`src/hw/rtl/bdlp_pkg.sv`:
```
// Shared types and constants for the button debounce / long press block.
package bdlp_pkg;

  localparam int DEF_NUM_BUTTONS = 2;
  localparam int DEF_TICK_MS     = 10;

  localparam int CFG_W           = 16;
  localparam int CFG_IDX_W       = 1;
  localparam int COUNT_W         = 13;
  localparam int HELD_W          = 16;

  localparam logic [CFG_W-1:0]   DEF_DEBOUNCE_MS = CFG_W'(30);
  localparam logic [CFG_W-1:0]   DEF_LONG_MS     = CFG_W'(3000);
  localparam logic [COUNT_W-1:0] COUNT_MAX       = {COUNT_W{1'b1}};
  localparam logic [HELD_W-1:0]  HELD_MAX        = {HELD_W{1'b1}};

  // Configuration register indexes.
  typedef enum logic [CFG_IDX_W-1:0] {
    REG_DEBOUNCE_MS = 1'b0,
    REG_LONG_MS     = 1'b1
  } cfg_reg_t;

  // Per-button event from one tick.
  typedef struct packed {
    logic hit;
    logic is_long;
  } lane_evt_t;

endpackage

```
`src/hw/rtl/button_debounce_long_press_top.sv`:
```
// Top level of the multi-button debouncer with short and long press events.
//
// Each input transaction is one tick of TICK_MS ms carrying the active-low raw
// levels of all buttons. A tick is taken into an input register; once the
// event register can load, every button lane updates its debounce count,
// debounced state and held time, and the events go into the event register.
// Events leave one per cycle while out_ready is high, in button order, with
// last marking the final event of a tick; a tick that causes no event
// produces no output transaction. A tick without events, or with one event
// taken at once, frees the event register, so ticks stream at one per cycle;
// a tick with k events holds it until its last is taken, which sets the
// throughput. A new tick is accepted while the previous tick's final event
// is being taken. Register writes (index 0: debounce ms, index 1: long press
// ms; zero selects 30 or 3000 ms) apply from the next tick processed. The
// debounce time becomes a tick count on the write, clamped to 8191.
module button_debounce_long_press_top import bdlp_pkg::*; #(
  parameter int NUM_BUTTONS = DEF_NUM_BUTTONS,
  parameter int TICK_MS     = DEF_TICK_MS,
  localparam int IDX_W      = (NUM_BUTTONS > 1) ? $clog2(NUM_BUTTONS) : 1
) (
  input  logic                   clk,
  input  logic                   rst,
  // configuration write port
  input  logic                   cfg_we,
  input  logic [CFG_IDX_W-1:0]   cfg_index,
  input  logic [CFG_W-1:0]       cfg_data,
  // tick input
  input  logic                   in_valid,
  output logic                   in_ready,
  input  logic [NUM_BUTTONS-1:0] pin_levels,
  // event output
  output logic                   out_valid,
  input  logic                   out_ready,
  output logic [IDX_W-1:0]       button_index,
  output logic                   long_press,
  output logic                   last
);

  // Division by TICK_MS as a multiply by a rounded-up reciprocal; with this
  // shift the quotient is exact for every 16-bit dividend.
  localparam int          DIV_SH  = CFG_W + $clog2(TICK_MS);
  localparam int          MULT_W  = CFG_W + 2;
  localparam longint      MULT_LI = ((64'd1 << DIV_SH) + TICK_MS - 1) / TICK_MS;
  localparam logic [MULT_W-1:0] MULT = MULT_W'(MULT_LI);
  localparam int          PROD_W  = CFG_W + MULT_W;
  localparam int          NEED_RST_I = (30 / TICK_MS + 1 > 8191) ? 8191 : 30 / TICK_MS + 1;
  localparam logic [COUNT_W-1:0] NEED_RST = COUNT_W'(NEED_RST_I);

  // --- configuration --------------------------------------------------------
  logic [COUNT_W-1:0] need;       // debounce length in ticks
  logic [HELD_W-1:0]  lim;        // long press limit in ms
  logic [CFG_W-1:0]   deb_eff;
  logic [PROD_W-1:0]  prod;
  logic [CFG_W:0]     need_wide;
  logic [COUNT_W-1:0] need_next;

  always_comb begin
    deb_eff   = (cfg_data == '0) ? DEF_DEBOUNCE_MS : cfg_data;
    prod      = PROD_W'(deb_eff) * PROD_W'(MULT);
    need_wide = (CFG_W+1)'(prod >> DIV_SH) + 1'b1;
    need_next = (need_wide > (CFG_W+1)'(COUNT_MAX)) ? COUNT_MAX : need_wide[COUNT_W-1:0];
  end

  always_ff @(posedge clk) begin
    if (rst) begin
      need <= NEED_RST;
      lim  <= DEF_LONG_MS;
    end else if (cfg_we) begin
      case (cfg_reg_t'(cfg_index))
        REG_DEBOUNCE_MS: need <= need_next;
        REG_LONG_MS:     lim  <= (cfg_data == '0) ? DEF_LONG_MS : cfg_data;
        default:         ;
      endcase
    end
  end

  // --- input register -------------------------------------------------------
  logic                   tick_q;
  logic [NUM_BUTTONS-1:0] levels_q;
  logic                   can_load;
  logic                   adv;      // tick in the register is processed now

  assign adv      = tick_q && can_load;
  assign in_ready = !tick_q || can_load;

  always_ff @(posedge clk) begin
    if (rst) begin
      tick_q <= 1'b0;
    end else if (in_ready) begin
      tick_q <= in_valid;
    end
  end

  always_ff @(posedge clk) begin
    if (in_valid && in_ready) levels_q <= pin_levels;
  end

  // --- button lanes ---------------------------------------------------------
  logic [NUM_BUTTONS-1:0] hit_v, long_v;

  for (genvar b = 0; b < NUM_BUTTONS; b++) begin : g_lane
    lane_evt_t evt;
    bdlp_lane #(.TICK_MS(TICK_MS)) u_lane (
      .clk   (clk),
      .rst   (rst),
      .en    (adv),
      .level (levels_q[b]),
      .need  (need),
      .lim   (lim),
      .evt   (evt)
    );
    assign hit_v[b]  = evt.hit;
    assign long_v[b] = evt.is_long;
  end

  // --- event register -------------------------------------------------------
  bdlp_evq #(.NUM_BUTTONS(NUM_BUTTONS), .IDX_W(IDX_W)) u_evq (
    .clk          (clk),
    .rst          (rst),
    .load         (adv),
    .load_hit     (hit_v),
    .load_long    (long_v),
    .can_load     (can_load),
    .out_valid    (out_valid),
    .out_ready    (out_ready),
    .button_index (button_index),
    .long_press   (long_press),
    .last         (last)
  );

  // --- assertions -----------------------------------------------------------
  // an event that is not the last of its tick leaves more behind it
  a_more_after_nonlast: assert property (@(posedge clk) disable iff (rst)
    out_valid && out_ready && !last |=> out_valid)
    else $error("events of a tick lost after a non-final transaction");

  // once the last event is taken, output goes quiet unless a tick was loaded
  a_quiet_after_last: assert property (@(posedge clk) disable iff (rst)
    out_valid && out_ready && last && !adv |=> !out_valid)
    else $error("event output invented after final transaction");

  // stalling the input only happens with a tick waiting for the event register
  a_stall_reason: assert property (@(posedge clk) disable iff (rst)
    !in_ready |-> tick_q && out_valid)
    else $error("input stalled without a pending tick");

endmodule

```
`src/hw/rtl/bdlp_lane.sv`:
```
// One button: debounce counter, held-time counter and press classification.
module bdlp_lane import bdlp_pkg::*; #(
  parameter int TICK_MS = DEF_TICK_MS
) (
  input  logic               clk,
  input  logic               rst,
  input  logic               en,
  input  logic               level,
  input  logic [COUNT_W-1:0] need,
  input  logic [HELD_W-1:0]  lim,
  output lane_evt_t          evt
);

  logic               pressed, pressed_next;
  logic [COUNT_W-1:0] cnt, cnt_next;
  logic [HELD_W-1:0]  held, held_next;
  logic               sent, sent_next;

  logic               raw;
  logic [HELD_W:0]    held_sum;
  logic [COUNT_W-1:0] cnt_inc;

  always_comb begin
    raw          = ~level;
    pressed_next = pressed;
    sent_next    = sent;
    cnt_next     = cnt;
    held_next    = held;
    evt          = '0;

    // held time runs only while pressed and no long event yet
    held_sum = {1'b0, held} + (HELD_W+1)'(TICK_MS);
    if (pressed && !sent) begin
      held_next = held_sum[HELD_W] ? HELD_MAX : held_sum[HELD_W-1:0];
    end

    cnt_inc = (cnt < COUNT_MAX) ? cnt + 1'b1 : cnt;
    if (raw == pressed) begin
      cnt_next = '0;
    end else if (cnt_inc >= need) begin
      cnt_next     = '0;
      pressed_next = raw;
      if (raw) begin
        held_next = '0;
        sent_next = 1'b0;
      end else if (!sent) begin
        evt.hit = 1'b1;
      end
    end else begin
      cnt_next = cnt_inc;
    end

    if (pressed_next && !sent_next && held_next >= lim) begin
      sent_next   = 1'b1;
      evt.hit     = 1'b1;
      evt.is_long = 1'b1;
    end
  end

  always_ff @(posedge clk) begin
    if (rst) begin
      pressed <= 1'b0;
      cnt     <= '0;
      held    <= '0;
      sent    <= 1'b0;
    end else if (en) begin
      pressed <= pressed_next;
      cnt     <= cnt_next;
      held    <= held_next;
      sent    <= sent_next;
    end
  end

endmodule

```
`src/hw/rtl/bdlp_evq.sv`:
```
// Event register: holds one tick's events and sends them out in button order.
module bdlp_evq import bdlp_pkg::*; #(
  parameter int NUM_BUTTONS = DEF_NUM_BUTTONS,
  parameter int IDX_W       = 1
) (
  input  logic                   clk,
  input  logic                   rst,
  input  logic                   load,
  input  logic [NUM_BUTTONS-1:0] load_hit,
  input  logic [NUM_BUTTONS-1:0] load_long,
  output logic                   can_load,
  output logic                   out_valid,
  input  logic                   out_ready,
  output logic [IDX_W-1:0]       button_index,
  output logic                   long_press,
  output logic                   last
);

  logic [NUM_BUTTONS-1:0] pend, pend_next;
  logic [NUM_BUTTONS-1:0] longm;
  logic [NUM_BUTTONS-1:0] low;
  logic                   fire;

  always_comb begin
    low          = pend & (~pend + 1'b1);
    button_index = '0;
    for (int i = NUM_BUTTONS - 1; i >= 0; i--) begin
      if (pend[i]) button_index = IDX_W'(i);
    end
    out_valid  = |pend;
    long_press = |(low & longm);
    last       = ((pend & ~low) == '0);
    fire       = out_valid && out_ready;
    can_load   = !out_valid || (fire && last);
    pend_next  = pend;
    if (load) begin
      pend_next = load_hit;
    end else if (fire) begin
      pend_next = pend & ~low;
    end
  end

  always_ff @(posedge clk) begin
    if (rst) begin
      pend <= '0;
    end else begin
      pend <= pend_next;
    end
  end

  always_ff @(posedge clk) begin
    if (load) longm <= load_long;
  end

endmodule

```
`config.mk`:
```
export PLATFORM = sky130hd
export DESIGN_NAME = button_debounce_long_press_top
export DESIGN_NICKNAME = d
export VERILOG_FILES = /design/src/hw/rtl/bdlp_pkg.sv /design/src/hw/rtl/button_debounce_long_press_top.sv /design/src/hw/rtl/bdlp_lane.sv /design/src/hw/rtl/bdlp_evq.sv
export SDC_FILE = /design/constraint.sdc
export NUM_CORES = 1
export LEC_CHECK = 0
export BUFFER_PORTS_ARGS = -buffer_cell sky130_fd_sc_hd__buf_4
export CORE_MARGIN = 10
export CORE_UTILIZATION = 51
export CTS_CLUSTER_DIAMETER = 60
export CTS_CLUSTER_SIZE = 40
export DETAILED_ROUTE_END_ITERATION = 10
export GPL_ROUTABILITY_DRIVEN = 1
export PLACE_DENSITY_LB_ADDON = 0.12
export SLEW_MARGIN = 20
export SYNTH_ARGS = -nofsm -noshare
export SYNTH_HDL_FRONTEND = slang
export SYNTH_SLANG_ARGS = --single-unit
```
`constraint.sdc`:
```
create_clock -name clk -period 8.5 [get_ports clk]
set_input_delay 1.7 -clock clk [delete_from_list [all_inputs] [get_ports clk]]
set_output_delay 1.7 -clock clk [all_outputs]
set_load 0.005 [all_outputs]
```
# [Word-level counts from Yosys, hierarchy flattened]
# Cells that the tools add are included.
[op_classes] add_sub_neg=6 n_mul=1 magnitude_cmp=7 n_eq_ne=2 n_mux=45 bitwise_logic=8 reduce_logical=25
[op_table] operator="$mux 16" count=12
[op_table] operator="$mux 13" count=7
[op_table] operator="$add 16x4->17 const B" count=2
[op_table] operator="$ge 16x16->1" count=2
[op_table] operator="$mul 16x16->32 const B" count=1
[op_table] operator="$add 13x1->13 const B" count=2
[op_table] operator="$ge 13x13->1" count=2
[op_table] operator="$lt 13x13->1 const B" count=2
[op_table] operator="$mux 1" count=22
[op_table] operator="$logic_not 16->1" count=1
[op_table] operator="$add 13x1->14 const B" count=1
[op_table] operator="$gt 14x13->1 const B" count=1
[op_table] operator="$logic_and 1x1->1" count=10
[op_table] operator="$mux 2" count=4
[op_table] operator="$and 2x2->2" count=3
[op_table] operator="$logic_not 1->1" count=6
[op_table] operator="$not 2->2" count=2
[op_table] operator="$reduce_and 2->1" count=2
[op_table] operator="$reduce_or 2->1" count=2
[op_table] operator="$not 1->1" count=3
[op_table] operator="$add 2x1->2 const B" count=1
[op_table] operator="$eq 1x1->1" count=2
[op_table] operator="$logic_not 2->1" count=1
[op_table] operator="$logic_or 1x1->1" count=2
[op_table] operator="$reduce_bool 2->1" count=1
[word_totals] ff_bits=98 input_bits=24 output_inout_bits=5 wordCells=108

# [Depth between registers and ports, before layout]
[depth] word_depth=10 depth_mapped=31 depth_no_buf=28

# [Modules after synthesis]
# A second synthesis with hierarchy kept.
[unflattened] hier_cells=1515 area_unflattened_um2=12444.4
[by_module_without_submodules] mod="button_debounce_long_press_top" n_inst=1 cells_each=748 area_per_inst_um2=6562.5 seq_area_each_um2=660.6
[by_module_without_submodules] mod="bdlp_lane" n_inst=2 cells_each=375 area_per_inst_um2=2852.7 seq_area_each_um2=620.6
[by_module_without_submodules] mod="bdlp_evq" n_inst=1 cells_each=17 area_per_inst_um2=176.4 seq_area_each_um2=100.1

# [Least setup slack after synthesis]
# OpenSTA, ideal clock, no wires.
[synth_timing] kind="input -> register" startpoint="input port cfg_data[10]" endpoint="register need[10]" setup_time_ps=87 arrival_ps=8397 required_time_ps=8413 path_slack_ps=16 path_stages=26 path_buffers=2 path_cell_list="inv_1 ha_1 nand2b_1 nor4_1 clkbuf_1 nor2_1 ha_1 fa_1 fa_1 fa_1 fa_1 inv_1 fa_1 inv_1 ha_1 and4_4 nand2_2 or4b_4 o221ai_2 a31oi_2 xnor2_2 nand4_2 nor3_2 a31oi_1 buf_6 a221oi_2"
[synth_between] elab_chain_cells=6
[synth_lines] item="start: declaration" line_no="button_debounce_long_press_top.sv:26" source="input logic [CFG_W-1:0] cfg_data,"
[synth_lines] item="$logic_not 16->1" line_no="button_debounce_long_press_top.sv:58" source="deb_eff = (cfg_data == '0) ? DEF_DEBOUNCE_MS : cfg_data;"
[synth_lines] item="$mux 16 (*)" line_no="button_debounce_long_press_top.sv:58"
[synth_lines] item="$mul 16x16->32 (*)" line_no="button_debounce_long_press_top.sv:59" source="prod = PROD_W'(deb_eff) * PROD_W'(MULT);"
[synth_lines] item="$add 13x1->14 (*)" line_no="button_debounce_long_press_top.sv:60" source="need_wide = (CFG_W+1)'(prod >> DIV_SH) + 1'b1;"
[synth_lines] item="$gt 14x13->1" line_no="button_debounce_long_press_top.sv:61" source="need_next = (need_wide > (CFG_W+1)'(COUNT_MAX)) ? COUNT_MAX : need_wide[COUNT_W-1:0];"
[synth_lines] item="$mux 13 (*)" line_no="button_debounce_long_press_top.sv:61"
[synth_lines] item="end signal: assignment" line_no="button_debounce_long_press_top.sv:70" source="REG_DEBOUNCE_MS: need <= need_next;"
[synth_lines] item="end: declaration" line_no="button_debounce_long_press_top.sv:50" source="logic [COUNT_W-1:0] need;"
# Every way passes the cells marked *; elsewhere a longest branch is shown, timed or not.
# A chain may end at the register's enable or synchronous reset.

# [Worst setup path in the final report]
[layout_timing] startpoint="input port cfg_data[7]" endpoint="register need[9]"
[layout_between] elab_chain_cells=6
[layout_lines] item="$logic_not 16->1 (*)" line_no="button_debounce_long_press_top.sv:58"
[layout_lines] item="$mux 16 (*)" line_no="button_debounce_long_press_top.sv:58"
[layout_lines] item="net deb_eff[4]" line_no="button_debounce_long_press_top.sv:52" source="logic [CFG_W-1:0] deb_eff;"
[layout_lines] item="$mul 16x16->32 (*)" line_no="button_debounce_long_press_top.sv:59"
[layout_lines] item="$add 13x1->14 (*)" line_no="button_debounce_long_press_top.sv:60"
[layout_lines] item="$gt 14x13->1" line_no="button_debounce_long_press_top.sv:61"
[layout_lines] item="$mux 13 (*)" line_no="button_debounce_long_press_top.sv:61"
# The timed path passes the listed nets; every way through them passes the cells marked *.

==> impl_metrics.env <==
export IMPL_ys_flop_type="dfxtp_1"
export IMPL_die_w_um=169.3
export IMPL_fin_crit_sh_pct=96.43
export IMPL_drive_above_1_share_pct=14.66
export IMPL_fin_util_pct=59.69
export IMPL_drtIter0Drc=539
export IMPL_routed_wl_um=28470
export IMPL_first_pass_iters=5
export IMPL_async_reset_ff_share_pct=0
export IMPL_path_class="in -> reg"
export IMPL_die_area_um2=28670
export IMPL_arrival_ns=8.47
export IMPL_end_kind="flip-flop"
export IMPL_cts_hold_buf=0
export IMPL_syn_inst=1350
export IMPL_gp_congestion=0.9403
export IMPL_fillCellCount=2000
export IMPL_ys_ff_latch=98
export IMPL_synth_area_leaders="ha_1, dfxtp_1, fa_1"
export IMPL_r2r_end="u_evq.pend[0]"
export IMPL_post_dp_hpwl_um=23150
export IMPL_critical_path_endpoint="need[9]"
export IMPL_sequentialPowerShare_pct=10.7
export IMPL_p_leak_nw=6.486
export IMPL_required_ns=8.77
export IMPL_maxCapViolations=0
export IMPL_rr_startpoint="g_lane[0].u_lane.cnt[6]"
export IMPL_grt_max_degree=77
export IMPL_post_synth_top_area_cell="ha_1"
export IMPL_ir_worst_vdd_uv=357.2
export IMPL_cts_max_level=3
export IMPL_clk_pin_slew_ns=0.07
export IMPL_gr_total_overflow=0
export IMPL_place_ws_ns=-0.3743
export IMPL_start_util_pct=51.94
export IMPL_critPathLaunch="cfg_data[7]"
export IMPL_critPathLaunchType="input pin"
export IMPL_finalMaxSlewViolations=0
export IMPL_io_buffers=28
export IMPL_combPwrFrac_pct=79.8
export IMPL_dp_cells=1713
export IMPL_crit_fanout=6
export IMPL_rrSetupSlack_ns=2.51
export IMPL_setup_viol_count_final=0
export IMPL_antenna_found_initial=0
export IMPL_regArea_um2=2002
export IMPL_clk_latency_ns=0.35
export IMPL_netlist_area_um2=11370
export IMPL_io_pins=29
export IMPL_synth_edf_count=4
export IMPL_yosysUniqueCellTypes=81
export IMPL_synth_warnings=0
export IMPL_cts_made_buffers=9
export IMPL_reg2reg_depth=27
export IMPL_multi_input_area_um2=8612
export IMPL_power_switching_share_pct=45.77
export IMPL_tightest_slew_ns=0.9894
export IMPL_final_cell_mix="inv_1, ha_1, buf_4"
export IMPL_outcome="finished clean"
export IMPL_hold_path_class="reg -> reg"
export IMPL_nets=1749
export IMPL_slew_headroom_pct=33.68
export IMPL_fin_ws_ns=0.3036
export IMPL_post_synth_cell_area_avg_um2=8.422
export IMPL_cts_num_sinks=98
export IMPL_num_rows=54
export IMPL_p_switching_mw=2.124
export IMPL_clock_skew_ns=0.01053
export IMPL_diodes=0
export IMPL_grt_pass1_wl_um=46370
export IMPL_synth_fp_nets=1651
export IMPL_syn_to_final_growth_pct=14.93
export IMPL_p_int_mw=2.516
export IMPL_power_density_nw_per_um2=355.1
export IMPL_min_period_ns=8.196
export IMPL_yosysTopAreaCellShare_pct=21.57
export IMPL_cts_tree="yes"
export IMPL_synth_seq_area_share_pct=17.61
export IMPL_clkPwrFrac_pct=9.5
export IMPL_drc=0
export IMPL_grt_pass1_vias=9345
export IMPL_layout_cells_most_common="inv_1"
export IMPL_grt_usage_pct=19.53
export IMPL_clock_path_buffers=2
export IMPL_drt_vias_per_instance=5.507
export IMPL_cts_root_buf="clkbuf_16"
export IMPL_ant_nets=0
export IMPL_stdcell_count=1733
export IMPL_dr_total_vias=9544
export IMPL_timing_hold_violations_final=0
export IMPL_coreArea_um2=21890
export IMPL_wire_per_inst_um=16.43
export IMPL_fp_dieH_um=169.3
export IMPL_max_freq_mhz=122.0
export IMPL_rsz0062_at_grt="false"
metal layers:
metal | GRT usage [%] | routed length (µm)
met4 | 5.178 | 500
met5 | 0 | 0
met2 | 33.49 | 14060
met3 | 2.131 | 964
met1 | 25.53 | 12940
sequential cells by signal, indices dropped and copies added (netlist names):
| name | cells |
|---|---|
| levels_q | 2 |
| u_evq.longm | 2 |
| g_lane.u_lane.pressed | 2 |
| g_lane.u_lane.held | 32 |
| lim | 16 |
| g_lane.u_lane.sent | 2 |
| u_evq.pend | 2 |
| g_lane.u_lane.cnt | 26 |
| need | 13 |
| tick_q | 1 |
layout make-up:
cell class / count / area share (%)
multi-input combinational: 995 / 65.90
sequential: 98 / 15.32
timing repair buffer: 129 / 7.449
inverter: 215 / 6.176
tap: 280 / 2.681
clock buffer: 11 / 2.020
clock inverter: 5 / 0.4500
worst min-delay path by stage:
| stage | start | to | slack, ns | cells after the start |
|---|---|---|---|---|
| after floorplan | need[9] | need[9] | 0.43 | 2 |
| final | lim[10] | lim[10] | 0.45 | 2 |
| after CTS | lim[10] | lim[10] | 0.46 | 2 |
| after global routing | lim[12] | lim[12] | 0.47 | 2 |
| after global placement | lim[10] | lim[10] | 0.44 | 2 |
| after detailed placement | lim[10] | lim[10] | 0.45 | 2 |
stage by stage:
step / hold WS [ns] / cell area, µm² / setup TNS (ns) / power (mW)
final: 0.4526 / 13070 / 0 / 4.640
after CTS: 0.4567 / 12810 / 0 / 4.355
after detailed placement: 0.4474 / 12470 / -4.245 / 3.876
after floorplan: 0.4318 / 11370 / 0 / 2.734
after global placement: 0.4416 / 12470 / -2.538 / 3.851
after global routing: 0.4690 / 13070 / 0 / 5.114
cell families after synthesis:
family                   after synthesis  share of synthesized area [%]
AO/OA/AOI/OAI                        285                          17.00
XOR/XNOR                              63                          4.985
adder cells (fa/ha/maj)              278                          35.92
buffers and inverters                257                          8.793
flip-flops                            98                          17.61
multiplexers                           2                         0.1871
AND/OR/NAND/NOR                      367                          15.51
critical path, stage by stage:
cell,delay (ns)
buf_4,0.11
inv_1,0.07
ha_2,0.21
nand2_1,0.09
or4_4,0.57
nand2b_4,0.14
ha_2,0.30
fa_1,0.58
fa_1,0.44
fa_1,0.47
fa_1,0.54
inv_1,0.05
fa_1,0.53
inv_1,0.04
ha_1,0.28
and4_4,0.22
nand2_2,0.06
or4b_4,0.51
o221ai_4,0.23
a31oi_4,0.13
xnor2_2,0.21
nand4_2,0.17
buf_4,0.20
o21a_1,0.16
a211o_2,0.30
a21oi_1,0.14
Yosys cell counts, drive strengths merged (27+ instances only):
cell	count
a21o	28
a21oi	105
and3	27
clkbuf	36
dfxtp	94
fa	81
ha	196
inv	214
nand2	113
nand3	38
nor2	88
nor3	30
o21ai	40
xnor2	31
xor2	32
what timing repair did:
| item | CTS | global route |
|---|---|---|
| buffers inserted | 0 | 3 |
| endpoints found under the setup margin | 2 | 13 |
| pin swaps | 0 | 22 |
| gates resized for setup | 2 | 38 |
| gates cloned | 0 | 1 |
power by group through the flow:
stage	registers, mW	clock network, mW	logic, mW
6_report	0.498	0.439	3.70
5_1_grt	0.501	0.468	4.15
4_1_cts	0.499	0.450	3.41
3_5_place_dp	0.509	0	3.37
3_3_place_gp	0.508	0	3.34
2_1_floorplan	0.506	0	2.23
Power figures use the tool's default switching activity.
